File: src/hdl/sad3_pkg.sv
// ----------------------------------------------------------------------------
// Steepest ascent direction unit: package
// Widths, stream packing, lane and candidate types, selection helpers.
// ----------------------------------------------------------------------------
package sad3_pkg;

  localparam int HEIGHT_BITS   = 16;
  localparam int GRAD_BITS     = 16;
  localparam int NUM_NEIGH     = 8;
  localparam int IDX_BITS      = $clog2(NUM_NEIGH);
  localparam int DIR_BITS      = IDX_BITS + 1;
  localparam int FIRST_DIAG    = 4;
  localparam int DIAG_NUM      = 181;
  localparam int DIAG_NUM_BITS = 8;
  localparam int DIAG_SHIFT    = 8;
  localparam int PROD_BITS     = HEIGHT_BITS + DIAG_NUM_BITS;
  localparam int SAT_BITS      = (HEIGHT_BITS > GRAD_BITS) ? HEIGHT_BITS : GRAD_BITS;

  localparam int IN_FIELD_BITS  = HEIGHT_BITS * (NUM_NEIGH + 1) + NUM_NEIGH;
  localparam int IN_DATA_BITS   = ((IN_FIELD_BITS + 7) / 8) * 8;
  localparam int OUT_FIELD_BITS = DIR_BITS + 1 + GRAD_BITS;
  localparam int OUT_DATA_BITS  = ((OUT_FIELD_BITS + 7) / 8) * 8;

  localparam logic [DIR_BITS-1:0]  NO_DIR   = DIR_BITS'(NUM_NEIGH);
  localparam logic [GRAD_BITS-1:0] GRAD_MAX = {GRAD_BITS{1'b1}};

  typedef logic [HEIGHT_BITS-1:0] height_t;

  typedef struct packed {
    logic    higher;
    height_t rise;
  } lane_res_t;

  typedef struct packed {
    logic                found;
    height_t             rise;
    logic [IDX_BITS-1:0] idx;
  } cand_t;

  typedef struct packed {
    logic [GRAD_BITS-1:0] grad;
    logic                 peak;
    logic [DIR_BITS-1:0]  dir;
  } result_t;

  // lower index in a wins ties
  function automatic cand_t pick(cand_t a, cand_t b);
    cand_t r;
    r = (b.found && (!a.found || (b.rise > a.rise))) ? b : a;
    return r;
  endfunction

  function automatic logic [GRAD_BITS-1:0] sat_grad(height_t rise);
    logic [SAT_BITS-1:0] rx;
    logic [SAT_BITS-1:0] mx;
    rx = SAT_BITS'(rise);
    mx = SAT_BITS'(GRAD_MAX);
    return (rx > mx) ? GRAD_MAX : GRAD_BITS'(rx);
  endfunction

endpackage

File: src/hdl/steepest_ascent_direction_3x3_unit.sv
// ----------------------------------------------------------------------------
// Steepest ascent direction unit: top level
// Picks the steepest strictly higher neighbour of a 3x3 heightmap window.
// ----------------------------------------------------------------------------
// Takes one window per clock while the output is not stalled and returns
// one result per window. Eight lanes compare each neighbour with the centre
// and scale diagonal rises by 181/256 in the first register stage; a
// three-level selection tree (lowest index wins ties) feeds the output
// register in the second. A stalled output holds its result while the lane
// stage still takes one more window.
module steepest_ascent_direction_3x3_unit
  import sad3_pkg::*;
(
  input  logic                     clk,
  input  logic                     rst_n,
  input  logic                     in_tvalid,
  output logic                     in_tready,
  // center, north, south, west, east, northwest, northeast, southwest,
  // southeast heights (16 bits each), present_mask (8 bits)
  input  logic [IN_DATA_BITS-1:0]  in_tdata,
  output logic                     out_tvalid,
  input  logic                     out_tready,
  // ascent_direction (4), is_peak (1), best_gradient (16), zero padding
  output logic [OUT_DATA_BITS-1:0] out_tdata
);

  height_t                centre;
  height_t                hts [NUM_NEIGH];
  logic [NUM_NEIGH-1:0]   mask;
  lane_res_t              lanes [NUM_NEIGH];
  result_t                res;
  logic                   adv2;
  logic                   v1_r;
  logic                   v1_nxt;
  logic                   v2_r;
  logic                   v2_nxt;

  always_comb begin
    centre = in_tdata[HEIGHT_BITS-1:0];
    for (int i = 0; i < NUM_NEIGH; i++) begin
      hts[i] = in_tdata[(i+1)*HEIGHT_BITS +: HEIGHT_BITS];
    end
    mask = in_tdata[(NUM_NEIGH+1)*HEIGHT_BITS +: NUM_NEIGH];
  end

  always_comb begin
    adv2      = !v2_r || out_tready;
    in_tready = !v1_r || adv2;
    v1_nxt    = in_tready ? in_tvalid : v1_r;
    v2_nxt    = adv2 ? v1_r : v2_r;
  end

  always_ff @(posedge clk) begin
    if (!rst_n) begin
      v1_r <= 1'b0;
      v2_r <= 1'b0;
    end else begin
      v1_r <= v1_nxt;
      v2_r <= v2_nxt;
    end
  end

  for (genvar g = 0; g < NUM_NEIGH; g++) begin : g_lane
    sad3_lane u_lane (
      .clk     (clk),
      .en      (in_tready),
      .diag    (1'(g >= FIRST_DIAG)),
      .present (mask[g]),
      .height  (hts[g]),
      .centre  (centre),
      .res     (lanes[g])
    );
  end

  sad3_merge u_merge (
    .clk   (clk),
    .en    (adv2),
    .lanes (lanes),
    .res   (res)
  );

  assign out_tvalid = v2_r;
  assign out_tdata  = OUT_DATA_BITS'(res);

endmodule

File: src/hdl/sad3_lane.sv
// ----------------------------------------------------------------------------
// Steepest ascent direction unit: neighbour lane
// Tests one neighbour against the centre and registers its scaled rise.
// ----------------------------------------------------------------------------
module sad3_lane
  import sad3_pkg::*;
(
  input  logic      clk,
  input  logic      en,
  input  logic      diag,
  input  logic      present,
  input  height_t   height,
  input  height_t   centre,
  output lane_res_t res
);

  height_t                diff;
  logic [PROD_BITS-1:0]   prod;
  lane_res_t              res_nxt;
  lane_res_t              res_r;

  always_comb begin
    diff           = height - centre;
    prod           = PROD_BITS'(diff) * PROD_BITS'(DIAG_NUM);
    res_nxt.higher = present && (height > centre);
    res_nxt.rise   = diag ? prod[HEIGHT_BITS+DIAG_SHIFT-1:DIAG_SHIFT] : diff;
  end

  always_ff @(posedge clk) begin
    if (en) begin
      res_r <= res_nxt;
    end
  end

  assign res = res_r;

endmodule

File: src/hdl/sad3_merge.sv
// ----------------------------------------------------------------------------
// Steepest ascent direction unit: merge stage
// Reduces the lane results to the steepest rise and registers the result.
// ----------------------------------------------------------------------------
module sad3_merge
  import sad3_pkg::*;
(
  input  logic      clk,
  input  logic      en,
  input  lane_res_t lanes [NUM_NEIGH],
  output result_t   res
);

  cand_t   lvl0 [NUM_NEIGH];
  cand_t   lvl1 [NUM_NEIGH/2];
  cand_t   lvl2 [NUM_NEIGH/4];
  cand_t   best;
  result_t res_nxt;
  result_t res_r;

  always_comb begin
    for (int i = 0; i < NUM_NEIGH; i++) begin
      lvl0[i].found = lanes[i].higher;
      lvl0[i].rise  = lanes[i].rise;
      lvl0[i].idx   = IDX_BITS'(i);
    end
    for (int i = 0; i < NUM_NEIGH/2; i++) begin
      lvl1[i] = pick(lvl0[2*i], lvl0[2*i+1]);
    end
    for (int i = 0; i < NUM_NEIGH/4; i++) begin
      lvl2[i] = pick(lvl1[2*i], lvl1[2*i+1]);
    end
    best         = pick(lvl2[0], lvl2[1]);
    res_nxt.peak = !best.found;
    res_nxt.dir  = best.found ? DIR_BITS'(best.idx) : NO_DIR;
    res_nxt.grad = best.found ? sat_grad(best.rise) : '0;
  end

  always_ff @(posedge clk) begin
    if (en) begin
      res_r <= res_nxt;
    end
  end

  assign res = res_r;

endmodule

File: config.mk
export PLATFORM = sky130hd
export DESIGN_NAME = steepest_ascent_direction_3x3_unit
export DESIGN_NICKNAME = d
export VERILOG_FILES = /design/src/hdl/sad3_pkg.sv /design/src/hdl/steepest_ascent_direction_3x3_unit.sv /design/src/hdl/sad3_lane.sv /design/src/hdl/sad3_merge.sv
export SDC_FILE = /design/constraint.sdc
export NUM_CORES = 1
export LEC_CHECK = 0
export CORE_AREA = 5 5 203 205
export DETAILED_ROUTE_END_ITERATION = 16
export DIE_AREA = 0 0 208 210
export DONT_BUFFER_PORTS = 1
export PLACE_DENSITY_LB_ADDON = 0.2
export SLEW_MARGIN = 30
export SYNTH_ARGS = -nofsm -noshare
export SYNTH_HDL_FRONTEND = slang
export SYNTH_SLANG_ARGS = --single-unit
export TNS_END_PERCENT = 10
File: constraint.sdc
create_clock -name clk -period 19.6 [get_ports clk]
set_input_delay 0.98 -clock clk [delete_from_list [all_inputs] [get_ports clk]]
set_output_delay 0.98 -clock clk [all_outputs]
set_load 0.02 [all_outputs]
==> run summary <==
post-synthesis xor/xnor area fraction: 5.61%
sequential area share after synthesis: 20.3%
Min-Delay Path Class: flop to flop
leading area contributor after synthesis: ha_1
post-route setup TNS: 0 ns
largest net degree at the start of global routing: 82
routed wl met2: 27600 µm
hpwl dp: 49400 µm
Primary FF master, synth: edfxtp_1
Routed Antenna Nets: 0
worst setup path class: flop to flop
Final GP Congestion: 0.897
Die X-Extent: 208 µm
RSZ-0062 raised after global routing: no
Critical Path AT: 7.70 ns
syn_area_per_cell: 9.87 µm²
area share of and/or/nand/nor cells after synthesis: 10.3%
first-pass GRT wire length: 94100 µm
clk sinks: 158
Area contributors post-synth: ha_1 26%, edfxtp_1 20%, fa_1 13%
final core utilization: 62.5%
worst-margin pin slew: 0.998 ns
post-synthesis mux area share: 4.39%
I/O pin count: 182
layout cells sized above 1: 4.19%
Post-synth EDFFs: 156
met3 wire len: 3580 µm
Clock transition at path regs: 0.07 ns
synth warn: 0
synthesis-to-finish area growth: 5.60%
final worst slack: 12.13 ns
max frequency: 134 MHz
hold_buf cts: 0
worst path required time: 19.83 ns
Starting Density: 59.2%
CP Max Fanout: 19
TritonCTS clock tree: yes
core area: 39300 µm²
Cells after Synth: 2357
die height: 210 µm
max cap viols: 0
setup bufs post-CTS: 0
die area: 43700 µm²
Synth Area in Compound Gates: 13.4%
final hold violation count: 0
max-slew violations: 0
post-synthesis adder-cell area fraction: 39.5%
most common cell in the synthesized netlist: ha_1
max_slew headroom: 33.4%
Synth async-reset ratio: 0%
largest family of logic cells by synthesized area: adder cells
DR WL/cell: 20.3 µm
clock latency at the later pin of the worst-skew pair: 0.45 ns
crit end category: flop
Final period util: 38.1%
Mapped Area: 23300 µm²
Synth top cells by count: 484 x ha_1, 359 x inv_1, 156 x edfxtp_1, 156 x fa_1, 134 x a21oi_1
fillers: 3284
clk root buf: clkbuf_16
All-Layer GR Usage: 27.0%
initial antenna violation count: 12
PortBufs: 0
Final Net Count: 3167
Residual DRC: 0
DR pass1 iterations: 5
pre-CTS setup slack: 11.61 ns
number of global-route vias before repair: 17900
footprint of the multi-input gates: 17100 µm²
crit-path max cell delay: 0.64 ns
final WL: 59300 µm
critical path startpoint category: flop
most frequent CP cell: ha_1
CP max stage cell: o221ai_4
Met1 Wirelength: 25600 µm
PostCTS Resize Cnt: 0
top layer in use: met5
DR vias: 17500
GRT overflow: 0
Final Setup Violations: 0
H-tree depth reported by CTS: 4
Distinct cells, synth: 79
Synth top area share: 26.0%
CTS Buffer Depth: 2
fin crit period: 7.47 ns
area occupied by registers: 4720 µm²
Synth Register Bits: 158
status: completed
clk_skew: 0.0157 ns
CTS Buf Count: 17
number of DRC violations after detailed-routing iteration 0: 1055
row cnt: 73
vias per inst: 6.00
path summary, 6_finish.rpt:
check                                     startpoint  depth (start not counted)  slack (ns)                             to
setup / recovery  g_lane[6].u_lane.res[13]$_DFFE_PP_                         25       12.13  u_merge.res[18]$_SDFFCE_PP0P_
hold reg to reg                    v1_r$_SDFFE_PN0P_                          1        0.57        out_tvalid$_SDFFE_PN0P_
setup reg to reg  g_lane[6].u_lane.res[13]$_DFFE_PP_                         25       12.13  u_merge.res[18]$_SDFFCE_PP0P_
hold / removal                     v1_r$_SDFFE_PN0P_                          1        0.57        out_tvalid$_SDFFE_PN0P_
sequential cells by signal, indices dropped and copies added, names as in the netlist:
register / flops
g_lane.u_lane.res: 136
u_merge.res: 20
out_tvalid: 1
v1_r: 1
kinds of logic after synthesis:
kind of cell / after synthesis
XOR/XNOR: 149
flip-flops: 158
AO/OA/AOI/OAI: 458
AND/OR/NAND/NOR: 476
other: 1
multiplexers: 97
buffers and inverters: 378
adder cells (fa/ha/maj): 640
layout by cell type (no fill, tap or decap), types with 23 or more instances in the layout:
cell type / n
a21o_1: 55
a21oi_1: 134
and3_1: 23
edfxtp_1: 156
fa_1: 156
ha_1: 484
inv_1: 358
mux2i_1: 76
nand2_1: 77
nand3_1: 43
nand4_1: 44
nor2_1: 129
nor2b_1: 31
nor3_1: 53
o21a_1: 35
o21ai_0: 73
xnor2_1: 105
xor2_1: 44
area by class of cell:
type	count	share of cell area [%]
inverters	359	5.49
clock buffers	19	1.76
clock inverters	13	0.866
diodes	6	0.0611
well taps	525	2.68
flip-flops and latches	158	19.2
multi-input cells	1823	69.5
repair buffers	12	0.382
layer usage:
layer | GRT usage, % | up-vias
met1 | 35.1 | 8482
met4 | 9.92 | 12
met2 | 44.9 | 432
met3 | 5.63 | 105
li1 | - | 8448
met5 | 0 | -
worst max-delay path, delay by kind of cell, from the launching register on:
family / cells / cell delay (ns)
and+or+nand+nor: 8 / 2.42
adders and majority gates: 3 / 0.92
DFF: 1 / 0.45
AOI/OAI and AO/OA: 10 / 2.43
muxes: 2 / 0.85
buffers and inverters: 2 / 0.15
metrics by stage:
stage	instances	hold slack, ns	area [µm²]
2_1_floorplan	2359	0.463	23300
3_3_place_gp	2877	0.528	23900
3_5_place_dp	2877	0.551	23900
4_1_cts	2909	0.567	24500
5_1_grt	2910	0.602	24500
6_report	2915	0.568	24600
Power is not shown: default switching activity piles up to over one toggle a cycle in this logic, so the estimate is an artifact.
